<file path="src/rtl/ggm_pkg.sv">
// Package for the granular grain mixer: sizes, opcodes, command and status types.
// Used by every module of the block except ggm_ram; depends on nothing.
package ggm_pkg;
	localparam int SLOTS = 16;
	localparam int MAX_GRAIN = 1024;
	localparam int SOURCE_DEPTH = 4096;
	localparam int SLOT_W = $clog2(SLOTS);
	localparam int GOFF_W = $clog2(MAX_GRAIN);
	localparam int SRC_W = $clog2(SOURCE_DEPTH);
	localparam int GADDR_W = SLOT_W + GOFF_W;

	localparam logic [1:0] OP_TICK = 2'd0;
	localparam logic [1:0] OP_WR_SRC = 2'd1;
	localparam logic [1:0] OP_WR_ENV = 2'd2;
	localparam logic [1:0] OP_START = 2'd3;

	typedef struct packed {
		logic [1:0] opcode;
		logic [11:0] index;
		logic signed [15:0] sample_value;
		logic [11:0] start_position;
		logic [10:0] grain_length;
	} in_item_t;

	typedef struct packed {
		logic result_kind;
		logic signed [23:0] mix_sample;
		logic start_status;
	} out_item_t;

	typedef struct packed {
		logic load;
		logic wr_src;
		logic wr_env;
		logic mod_step;
		logic start_init;
		logic copy_rd;
		logic copy_wr;
		logic copy_done;
		logic tick_clr;
		logic tick_rd;
		logic tick_acc;
		logic tick_adv;
		logic [SLOT_W-1:0] slot;
	} cmd_t;

	typedef struct packed {
		logic [1:0] opcode;
		logic len_bad;
		logic mod_done;
		logic free_found;
		logic [SLOT_W-1:0] free_slot;
		logic copy_last;
		logic active;
		logic signed [23:0] mix;
	} status_t;
endpackage

</file>
<file path="src/rtl/ggm_if.sv">
// Valid/ready channel interfaces, each carrying one payload type.
// Depends on ggm_pkg.
interface ggm_in_if import ggm_pkg::*; ();
	logic valid;
	logic ready;
	in_item_t data;
	modport source(output valid, output data, input ready);
	modport sink(input valid, input data, output ready);
endinterface

interface ggm_out_if import ggm_pkg::*; ();
	logic valid;
	logic ready;
	out_item_t data;
	modport source(output valid, output data, input ready);
	modport sink(input valid, input data, output ready);
endinterface

</file>
<file path="src/rtl/ggm_ctrl.sv">
// Controller state machine that sequences writes, grain copies and ticks.
// Depends on ggm_pkg and ggm_if.
module ggm_ctrl import ggm_pkg::*; (
	input logic clk,
	input logic arst_n,
	ggm_in_if.sink in_ch,
	ggm_out_if.source out_ch,
	input status_t sts,
	output cmd_t cmd
);
	typedef enum logic [3:0] {
		S_IDLE, S_DECODE, S_MOD, S_FIND, S_CRD, S_CDRAIN, S_TICK, S_TDRAIN, S_OUT
	} state_t;
	state_t state_q;
	logic [SLOT_W-1:0] slot_q;
	logic [2:0] pipe_q;
	logic [1:0] tpipe_q;
	logic last_q;
	logic rd_slot;

	assign in_ch.ready = (state_q == S_IDLE) && !out_ch.valid;

	always_comb begin
		cmd = '0;
		cmd.load = in_ch.valid && in_ch.ready;
		cmd.slot = slot_q;
		rd_slot = 1'b0;
		case (state_q)
			S_DECODE: begin
				cmd.wr_src = sts.opcode == OP_WR_SRC;
				cmd.wr_env = sts.opcode == OP_WR_ENV;
				cmd.tick_clr = sts.opcode == OP_TICK;
			end
			S_FIND: cmd.start_init = !sts.len_bad && sts.free_found;
			S_MOD: cmd.mod_step = 1'b1;
			S_CRD: cmd.copy_rd = !last_q;
			default: ;
		endcase
		// Products are written after the read has passed the RAM output register and the multiply register.
		cmd.copy_wr = pipe_q[1];
		cmd.copy_done = (state_q == S_CDRAIN) && pipe_q == 3'b000;
		if (state_q == S_TICK) rd_slot = 1'b1;
		cmd.tick_adv = rd_slot;
		cmd.tick_acc = tpipe_q[0];
	end

	always_ff @(posedge clk or negedge arst_n) begin
		if (!arst_n) begin
			state_q <= S_IDLE;
			slot_q <= '0;
			pipe_q <= '0;
			tpipe_q <= '0;
			last_q <= 1'b0;
			out_ch.valid <= 1'b0;
			out_ch.data <= '0;
		end else begin
			pipe_q <= {pipe_q[1:0], cmd.copy_rd};
			tpipe_q <= {tpipe_q[0], rd_slot && sts.active};
			if (out_ch.valid && out_ch.ready) out_ch.valid <= 1'b0;
			case (state_q)
				S_IDLE: if (cmd.load) state_q <= S_DECODE;
				S_DECODE: begin
					slot_q <= '0;
					case (sts.opcode)
						OP_TICK: state_q <= S_TICK;
						OP_START: state_q <= S_FIND;
						default: state_q <= S_IDLE;
					endcase
				end
				S_FIND: begin
					if (sts.len_bad || !sts.free_found) begin
						out_ch.data <= '{result_kind: 1'b1, mix_sample: '0,
							start_status: 1'b1};
						state_q <= S_OUT;
					end else state_q <= S_MOD;
				end
				S_MOD: if (sts.mod_done) begin
					last_q <= 1'b0;
					state_q <= S_CRD;
				end
				S_CRD: begin
					if (!last_q && sts.copy_last) last_q <= 1'b1;
					if (last_q) state_q <= S_CDRAIN;
				end
				S_CDRAIN: if (pipe_q == 3'b000) begin
					out_ch.data <= '{result_kind: 1'b1, mix_sample: '0,
						start_status: 1'b0};
					state_q <= S_OUT;
				end
				S_TICK: begin
					slot_q <= slot_q + 1'b1;
					if (slot_q == SLOT_W'(SLOTS - 1)) state_q <= S_TDRAIN;
				end
				S_TDRAIN: if (tpipe_q == 2'b00 && !rd_slot) begin
					out_ch.data <= '{result_kind: 1'b0, mix_sample: sts.mix,
						start_status: 1'b0};
					state_q <= S_OUT;
				end
				S_OUT: begin
					out_ch.valid <= 1'b1;
					state_q <= S_IDLE;
				end
				default: state_q <= S_IDLE;
			endcase
		end
	end
endmodule

</file>
<file path="src/flat_wrapper.sv">
// flat-port wrapper written by rule: the top's interface ports become plain ports
module ggm_ctrl_flat import ggm_pkg::*;
  (clk, arst_n, sts, cmd, in_ch_valid, in_ch_data, in_ch_ready, out_ch_valid, out_ch_data, out_ch_ready);
  ggm_in_if in_ch_i ();
  ggm_out_if out_ch_i ();
  input logic clk;
  input logic arst_n;
  input status_t sts;
  output cmd_t cmd;
  input wire logic [$bits(in_ch_i.valid)-1:0] in_ch_valid;
  input wire logic [$bits(in_ch_i.data)-1:0] in_ch_data;
  output wire logic [$bits(in_ch_i.ready)-1:0] in_ch_ready;
  output wire logic [$bits(out_ch_i.valid)-1:0] out_ch_valid;
  output wire logic [$bits(out_ch_i.data)-1:0] out_ch_data;
  input wire logic [$bits(out_ch_i.ready)-1:0] out_ch_ready;
  assign in_ch_i.valid = in_ch_valid;
  assign in_ch_i.data = in_ch_data;
  assign in_ch_ready = in_ch_i.ready;
  assign out_ch_valid = out_ch_i.valid;
  assign out_ch_data = out_ch_i.data;
  assign out_ch_i.ready = out_ch_ready;
  ggm_ctrl u_core (.clk(clk), .arst_n(arst_n), .in_ch(in_ch_i), .out_ch(out_ch_i), .sts(sts), .cmd(cmd));
endmodule
</file>
<file path="config.mk">
export PLATFORM = sky130hd
export DESIGN_NAME = ggm_ctrl_flat
export DESIGN_NICKNAME = d
export VERILOG_FILES = /design/src/rtl/ggm_pkg.sv /design/src/rtl/ggm_if.sv /design/src/rtl/ggm_ctrl.sv /design/src/flat_wrapper.sv
export SDC_FILE = /design/constraint.sdc
export NUM_CORES = 1
export LEC_CHECK = 0
export CAP_MARGIN = 20
export CORE_MARGIN = 2
export CORE_UTILIZATION = 55
export DETAILED_ROUTE_END_ITERATION = 6
export DONT_BUFFER_PORTS = 1
export GPL_TIMING_DRIVEN = 0
export PLACE_DENSITY = 0.71
export SKIP_LAST_GASP = 1
export SYNTH_ARGS = -nofsm -noshare
export SYNTH_HDL_FRONTEND = slang
export SYNTH_SLANG_ARGS = --single-unit
export TNS_END_PERCENT = 100
</file>
<file path="constraint.sdc">
create_clock -name clk -period 1.6 [get_ports clk]
set_clock_uncertainty 0.1 [all_clocks]
set_input_delay 0.08 -clock clk [delete_from_list [all_inputs] [get_ports clk]]
set_output_delay 0.08 -clock clk [all_outputs]
set_load 0.05 [all_outputs]
</file>
* Word level (Yosys, flattened, before mapping) *
Index checks and enable logic that the tools add are counted.
Widths: inputs -> output; s select.

word-level totals
  register bits = 41
  latch bits = 0
  bits in writable memories = 0
  ROM bits = 0
  memories = 0

cells by class
  $add $sub $neg = 1
  $mul = 0
  divide/modulo/power cells = 0
  magnitude comparators = 0
  eq/ne operators = 20
  shift-type cells = 0
  muxes and demuxes = 25
  bitwise logic cells = 0
  reductions and logical operators = 25

operators with widths
  kind                 count
  $mux 26              3
  $pmux 26 s3          1
  $pmux 4 s8           1
  $mux 4               7
  $eq 4x3->1 const B   4
  $mux 1               9
  $eq 4x2->1 const B   2
  $eq 4x4->1 const B   2
  $logic_and 1x1->1    8
  $ne 2x1->1 const B   4
  $ne 2x2->1 const B   4
  $pmux 4 s2           1
  $pmux 3 s2           1
  $reduce_and 6->1     1
  $reduce_bool 2->1    3
  $logic_not 1->1      5
  $add 4x1->4 const B  1
  $eq 2x2->1 const B   2
  $eq 4x1->1 const B   1
  $logic_not 2->1      2
  $logic_not 4->1      1
  $reduce_and 4->1     1
  $logic_not 3->1      1
  $reduce_and 3->1     1
  5 further kinds      5

* Logic depth before layout (Yosys ltp) *
Gate-level depths: netlist of the first run.

  depth in word-level cells = 6
  mapped depth = 6

* Worst setup path after synthesis of the first run *
Ideal clock, no wire load.

  kind = reg-to-reg
  from = register u_core.state_q[1]
  to = register u_core.last_q
  setup time = 0.120 ns
  arrival = 2.723 ns
  data required time = 1.380 ns
  slack = -1.344 ns
  cell stages (with the launch flop) = 6
  path buffers = 1
  cell sequence = dfrtp_1 -> buf_2 -> inv_1 -> nor4_1 -> a21boi_0 -> a41o_1

on the way
  cells in the longest elaborated chain, start to end = 3
  elaborated cells between the ends (all ways) = 7
  those cells by class = 4 x eq/ne; 1 x mux; 2 x reduce/logical

RTL lines
  element                                       RTL line        text
  start: declaration                            ggm_ctrl.sv:14  state_t state_q;
  start signal: assignment                      ggm_ctrl.sv:49  state_q <= S_IDLE;
  start signal: assignment                      ggm_ctrl.sv:61  S_IDLE: if (cmd.load) state_q <= S_DECODE;
  start signal: assignment                      ggm_ctrl.sv:65  OP_TICK: state_q <= S_TICK;
  $eq 4x3->1 or $eq 4x2->1 (tied branches)      ggm_ctrl.sv:60  case (state_q)
  $ne 2x1->1 (no line) (tied with other cells)  --
  $reduce_and 3->1 (no line)                    --
  end signal: assignment                        ggm_ctrl.sv:53  last_q <= 1'b0;
  end signal: assignment                        ggm_ctrl.sv:78  last_q <= 1'b0;
  end signal: assignment                        ggm_ctrl.sv:82  if (!last_q && sts.copy_last) last_q <= 1'b1;
  end: declaration                              ggm_ctrl.sv:18  logic last_q;

Parallel ways exist; a longest one is shown, timed or not.
A chain may end at the register's enable or synchronous reset.

* Worst setup path in the final report of the first run *
  from = register u_core.state_q[0]
  to = register u_core.last_q

Same word-level chain as after synthesis.

==> impl_metrics.py, run 1 <==
metrics = {
    "clocking": {
        "htreeDepth": 2,
        "root_buffer": "clkbuf_4",
        "clkLatencyLatePin_ps": 360,
        "cts_made_buffers": 5,
        "cts_sinks": 41,
        "clkSlewWorstSetupHoldPaths_ps": 140,
        "cts_tree": "done",
        "clk_path_buf_depth": 2,
    },
    "critical_path": {
        "critPathMaxStageDelay_ps": 720,
        "cp.arrival_ps": 2070,
        "worst_path_max_delay_cell": "nor4_4",
        "cp_cell_sequence": "buf_8 -> nor4_4 -> a21boi_1 -> a41o_1",
        "rrSetupSlack_ps": -310,
        "crit_path_end_kind": "register",
        "startpoint_type": "register",
        "worst-path-buf-inv": 1,
        "critPathTopFamily": "simple AND/OR/NAND/NOR gates",
        "worst_ep_required_time_ps": 1760,
        "cp_max_fo": 5,
        "crit_type": "register to register",
    },
    "layout": {
        "final_util_pct": 84.8,
        "antennaDiodeCount": 0,
        "fin_area_um2": 2780,
        "fin_nets": 313,
        "final_common_cell": "dfrtp_1",
        "syn_to_final_growth_pct": 51.3,
        "most-common-layout-cells": "34 x dfrtp_1, 29 x dlygate4sd3_1, 26 x a22o_1",
        "drive_above_1_share_pct": 40.1,
    },
    "drt": {
        "first_pass_iters": 4,
        "wl_per_cell_um": 21.7,
        "via_per_inst": 6.03,
        "drc": 0,
        "via_count": 1586,
        "wl_mm": 5.70,
        "dr.first_iter.drc_count": 102,
        "antenna_left": 0,
    },
    "place": {
        "pre_cts_ws_ps": -423,
        "hpwl_mm": 2.81,
        "io_buffers": 0,
        "placed_area_um2": 1980,
        "gp_congestion": 0.815,
    },
    "timing": {
        "hold_viol_final": 0,
        "drv_slew": 0,
        "setup_ws_ps": -308,
        "timing.fmax_mhz": 524,
        "setup_viol": 45,
        "period_needed_ps": 1910,
        "period_share_pct": 119,
        "relSlewSlack_pct": 42.9,
        "rsz0062_at_grt": "true",
        "worstMarginPinSlew_ps": 850,
    },
    "power": {
        "p_int_uw": 3190,
        "p_comb_share_pct": 40.0,
        "vdd_drop_max_mv": 1.45,
        "p_leak_uw": 0.00129,
        "seq_power_share_pct": 46.8,
        "cellPowerDensity_nw_per_um2": 2340,
        "p_sw_share_pct": 51.0,
        "clockPowerShare_pct": 13.2,
        "finalPower_uw": 6510,
        "switching_power_uw": 3320,
    },
    "die": {
        "die_w_um": 61.9,
        "rows": 21,
        "initial_core_util_pct": 56.0,
        "io_pins": 136,
        "die_area_um2": 3830,
        "core_um2": 3280,
        "die_y_um": 61.9,
    },
    "yosys": {
        "synthMuxAreaShare_pct": 1.84,
        "ys_types": 42,
        "synth_xor_area_share_pct": 0.476,
        "synth_warnings": 0,
        "synth_fa_ha_area_share_pct": 3.40,
        "synth-compound-area-share_pct": 20.9,
        "synth_edf_count": 0,
        "synth-async-reset-ratio_pct": 100,
        "syn_avg_cell_area_um2": 12.0,
        "syn_area_um2": 1840,
        "synthSimpleGateAreaFrac_pct": 10.9,
        "yosysSeqAreaShare_pct": 55.7,
        "ys.flop_type": "dfrtp_1",
        "ys_top_cells_by_area": "dfrtp_1 56%, a22o_1 12%, ha_1 3.4%",
        "syn_nets": 250,
        "synth_top_family_by_area": "compound AO/OA/AOI/OAI gates",
        "ys_ff_latch": 41,
        "synth_top_area_share_pct": 55.7,
        "syn_inst": 153,
        "yosysTopAreaCell": "dfrtp_1",
    },
    "run": {
        "cap_violations": 0,
    },
    "worst_hold_path": {
        "worstHoldPathType": "input pin to asynchronous set/reset pin",
    },
    "global_route": {
        "track_usage_pct": 26.1,
        "grt_pass1_wl_mm": 7.03,
        "antenna_found_initial": 0,
        "grt-ovfl-total": 0,
        "grt_max_degree": 42,
        "grt_pass1_vias": 1519,
    },
    "status": {
        "violations": "setup timing",
        "status": "finished, violations left",
    },
}
worst reg2reg max path: stages, from the launching register on:
cell,delay (ps)
dfrtp_2,460
buf_8,140
nor4_4,720
a21boi_1,160
a41o_1,230
flip-flops by register name (all words and copies together), names as in the netlist:
name / flops
u_core.last_q: 1
u_core.state_q: 4
u_core.slot_q: 4
u_core.out_ch.valid: 1
u_core.pipe_q: 3
u_core.out_ch.data: 26
u_core.tpipe_q: 2
synthesized netlist by cell type, drive strengths merged (3+ instances only):
cell	instances
inv	10
a21oi	3
ha	5
nor2	7
o21ai	5
clkbuf	3
mux2	3
nor4	4
a22o	26
and2	4
dfrtp	41
buf	10
nand2	6
power by group through the flow:
stage	logic (uW)	clock network (uW)	registers, uW
after floorplan	1430	0	2920
after global placement	1580	0	2990
after detailed placement	1650	0	3010
after CTS	2190	858	2990
after global routing	2730	911	3090
final	2600	860	3040
final timing paths:
kind | startpoint | endpoint | cells past startpoint
max reg2reg | u_core.state_q[0]$_DFFE_PN0P_ | u_core.last_q$_DFFE_PN0P_ | 4
min reg2reg | u_core.pipe_q[0]$_DFF_PN0_ | u_core.pipe_q[1]$_DFF_PN0_ | 0
max | u_core.state_q[0]$_DFFE_PN0P_ | u_core.last_q$_DFFE_PN0P_ | 4
min | arst_n | u_core.out_ch.data[12]$_DFFE_PN0P_ | 2
min in group clk | in_ch_valid | u_core.state_q[2]$_DFFE_PN0P_ | 4
max in group asynchronous | arst_n | u_core.slot_q[3]$_DFFE_PN0P_ | 2
through the flow:
stage | hold slack, ps | setup TNS, ps | instances
2_1_floorplan | -316 | -3520 | 153
3_5_place_dp | -315 | -7220 | 200
3_3_place_gp | -315 | -6330 | 199
5_1_grt | 95.4 | -11590 | 263
6_report | 92.8 | -10060 | 263
4_1_cts | 78.6 | -9450 | 252
kinds of logic (layout without fill, tap and decap cells):
group | count (synthesis) | count (layout)
mux | 3 | 3
buf+inv | 23 | 87
flops | 41 | 41
xor+xnor | 1 | 1
other cells | 1 | 1
simple gates | 34 | 34
compound gates | 45 | 45
fa+ha+maj | 5 | 5
layout make-up:
type                       instances  area (um^2)
timing repair buffer              56          547
buffer                            13          134
clock buffer                       5         37.5
clock inverter                     3         68.8
sequential                        41         1030
fill                             159          500
tap                               46         57.6
multi-input combinational         89          867
inverter                          10         37.5
per-layer routing:
layer	vias up	track usage, %	routed length (um)
li1	687	-	-
met1	807	29.2	2080
met4	0	8.21	76
met5	-	0	0
met2	82	47.4	3180
met3	10	7.87	363
what timing repair did:
item / in CTS / in global routing
hold buffers: 30 / 0
pin swaps: 13 / 11
cloned: 2 / 2
setup buffers: 12 / 9
setup endpoints to repair: 45 / 45
endpoints found under the hold margin: 68 / 0
gates resized for setup: 33 / 19
(Power assumes the default switching activity.)
==> inputs of run 2 (changes only) <==
--- a/config.mk
+++ b/config.mk
@@ -11,7 +11,8 @@
 export DETAILED_ROUTE_END_ITERATION = 6
 export DONT_BUFFER_PORTS = 1
 export GPL_TIMING_DRIVEN = 0
-export PLACE_DENSITY = 0.71
+export MAX_ROUTING_LAYER = met4
+export PLACE_DENSITY = 0.75
 export SKIP_LAST_GASP = 1
 export SYNTH_ARGS = -nofsm -noshare
 export SYNTH_HDL_FRONTEND = slang
==> impl_metrics.py, run 2 (same netlist as run 1, synthesis figures left out) <==
metrics = {
    "layout": {
        "largest_reg_flops": 26,
        "fin_nets": 308,
        "antennaDiodeCount": 0,
        "most-common-layout-cells": "35 x dfrtp_1, 29 x dlygate4sd3_1, 26 x a22o_1",
        "reg_top3": "u_core.out_ch.data: 26 flops, u_core.slot_q: 4 flops, u_core.state_q: 4 flops",
        "top_register": "u_core.out_ch.data",
        "drive_above_1_share_pct": 40.6,
        "seqCellArea_um2": 1040,
        "final_common_cell": "dfrtp_1",
        "fillCellCount": 166,
        "syn_to_final_growth_pct": 51.4,
        "multi_input_area_um2": 947,
    },
    "drt": {
        "wl_per_cell_um": 22.1,
        "drc": 0,
        "first_pass_iters": 4,
        "dr.first_iter.drc_count": 134,
        "via_per_inst": 6.06,
        "antenna_left": 0,
        "via_count": 1564,
        "wl_mm": 5.71,
    },
    "worst_hold_path": {
        "worstHoldPathType": "input pin to register",
    },
    "die": {
        "die_area_um2": 3830,
        "initial_core_util_pct": 56.0,
        "io_pins": 136,
        "core_um2": 3280,
        "rows": 21,
        "die_y_um": 61.9,
        "die_w_um": 61.9,
    },
    "critical_path": {
        "cp_max_fo": 6,
        "rrSetupSlack_ps": -330,
        "crit_path_end_kind": "output pin",
        "startpoint_type": "register",
        "worst_ep_required_time_ps": 1420,
        "crit_type": "register to output pin",
        "cp.arrival_ps": 1770,
    },
    "global_route": {
        "gr-usage-met3_pct": 7.04,
        "antenna_found_initial": 0,
        "grt_use_met2_pct": 50.4,
        "grt_pass1_vias": 1520,
        "grt-ovfl-total": 0,
        "grt_max_degree": 42,
        "use_met1_pct": 32.1,
        "grt_pass1_wl_mm": 7.46,
        "busiest_layer": "met2",
        "track_usage_pct": 28.5,
    },
    "power": {
        "cellPowerDensity_nw_per_um2": 2280,
        "p_leak_uw": 0.00126,
        "vdd_drop_max_mv": 1.22,
    },
    "timing": {
        "timing.fmax_mhz": 512,
        "hold_viol_final": 0,
        "final.setup.tns_ps": -10090,
        "setup_viol": 45,
        "drv_slew": 0,
        "worstMarginPinSlew_ps": 835,
        "period_needed_ps": 1950,
        "setup_ws_ps": -353,
        "rsz0062_at_grt": "true",
        "period_share_pct": 122,
        "relSlewSlack_pct": 43.9,
        "fin_hold_ws_ps": 31.9,
    },
    "run": {
        "cap_violations": 0,
    },
    "status": {
        "status": "finished, violations left",
        "violations": "setup timing",
    },
    "clocking": {
        "clkSlewWorstSetupHoldPaths_ps": 130,
        "root_buffer": "clkbuf_4",
        "cts_made_buffers": 5,
        "clk_path_buf_depth": 2,
        "clkLatencyLatePin_ps": 370,
        "cts_tree": "done",
        "cts_sinks": 41,
        "htreeDepth": 2,
    },
    "place": {
        "hpwl_mm": 2.83,
        "gp_congestion": 0.893,
        "io_buffers": 0,
        "pre_cts_ws_ps": -504,
    },
}
## run 2: layer usage
layer	up-vias	share of wire (%)
met1	776	39
met2	92	53
met3	21	6.1
li1	675	-
met5	-	0
met4	0	2.6
## run 2: through the flow
stage	area [um^2]	util, %	power [uW]	cells
2_1_floorplan	1920	-	4340	153
3_3_place_gp	1970	60.1	4570	199
3_5_place_dp	1980	60.3	4660	200
4_1_cts	2610	79.5	5810	252
5_1_grt	2790	84.8	6580	258
6_report	2790	84.8	6340	258
## run 2: path summary, 6_finish.rpt
path / start / to / cells after the start
max: u_core.state_q[2]$_DFFE_PN0P_ / cmd[11] / 3
min: in_ch_valid / u_core.state_q[2]$_DFFE_PN0P_ / 4
max reg2reg: u_core.state_q[2]$_DFFE_PN0P_ / u_core.last_q$_DFFE_PN0P_ / 4
min reg2reg: u_core.pipe_q[0]$_DFF_PN0_ / u_core.pipe_q[1]$_DFF_PN0_ / 0
max in group asynchronous: arst_n / u_core.slot_q[0]$_DFFE_PN0P_ / 2
min in group asynchronous: arst_n / u_core.out_ch.data[0]$_DFFE_PN0P_ / 2
## run 2: layout make-up
cell class | count | area share [%]
inverter | 10 | 1.44
timing repair buffer | 52 | 18.7
tap | 46 | 2.07
multi-input combinational | 89 | 34.0
sequential | 41 | 37.2
clock inverter | 2 | 0.494
buffer | 12 | 4.27
clock buffer | 6 | 1.84
## run 2: critical path: stages, from the launching register on
cell	delay (ps)
dfrtp_2	460
buf_8	140
buf_4	170
nor4_4	630
## run 2: what timing repair did
item | in CTS | in global routing
hold buffers | 30 | 0
endpoints found under the hold margin | 68 | 0
cloned | 2 | 1
pin swaps | 10 | 18
buffers inserted | 12 | 7
gates resized for setup | 41 | 32
endpoints found under the setup margin | 45 | 46
## run 2: where the power goes
group | internal, uW | switching, uW
Sequential | 1440 | 1600
Combinational | 1270 | 1450
Clock | 215 | 366
Total | 2920 | 3420
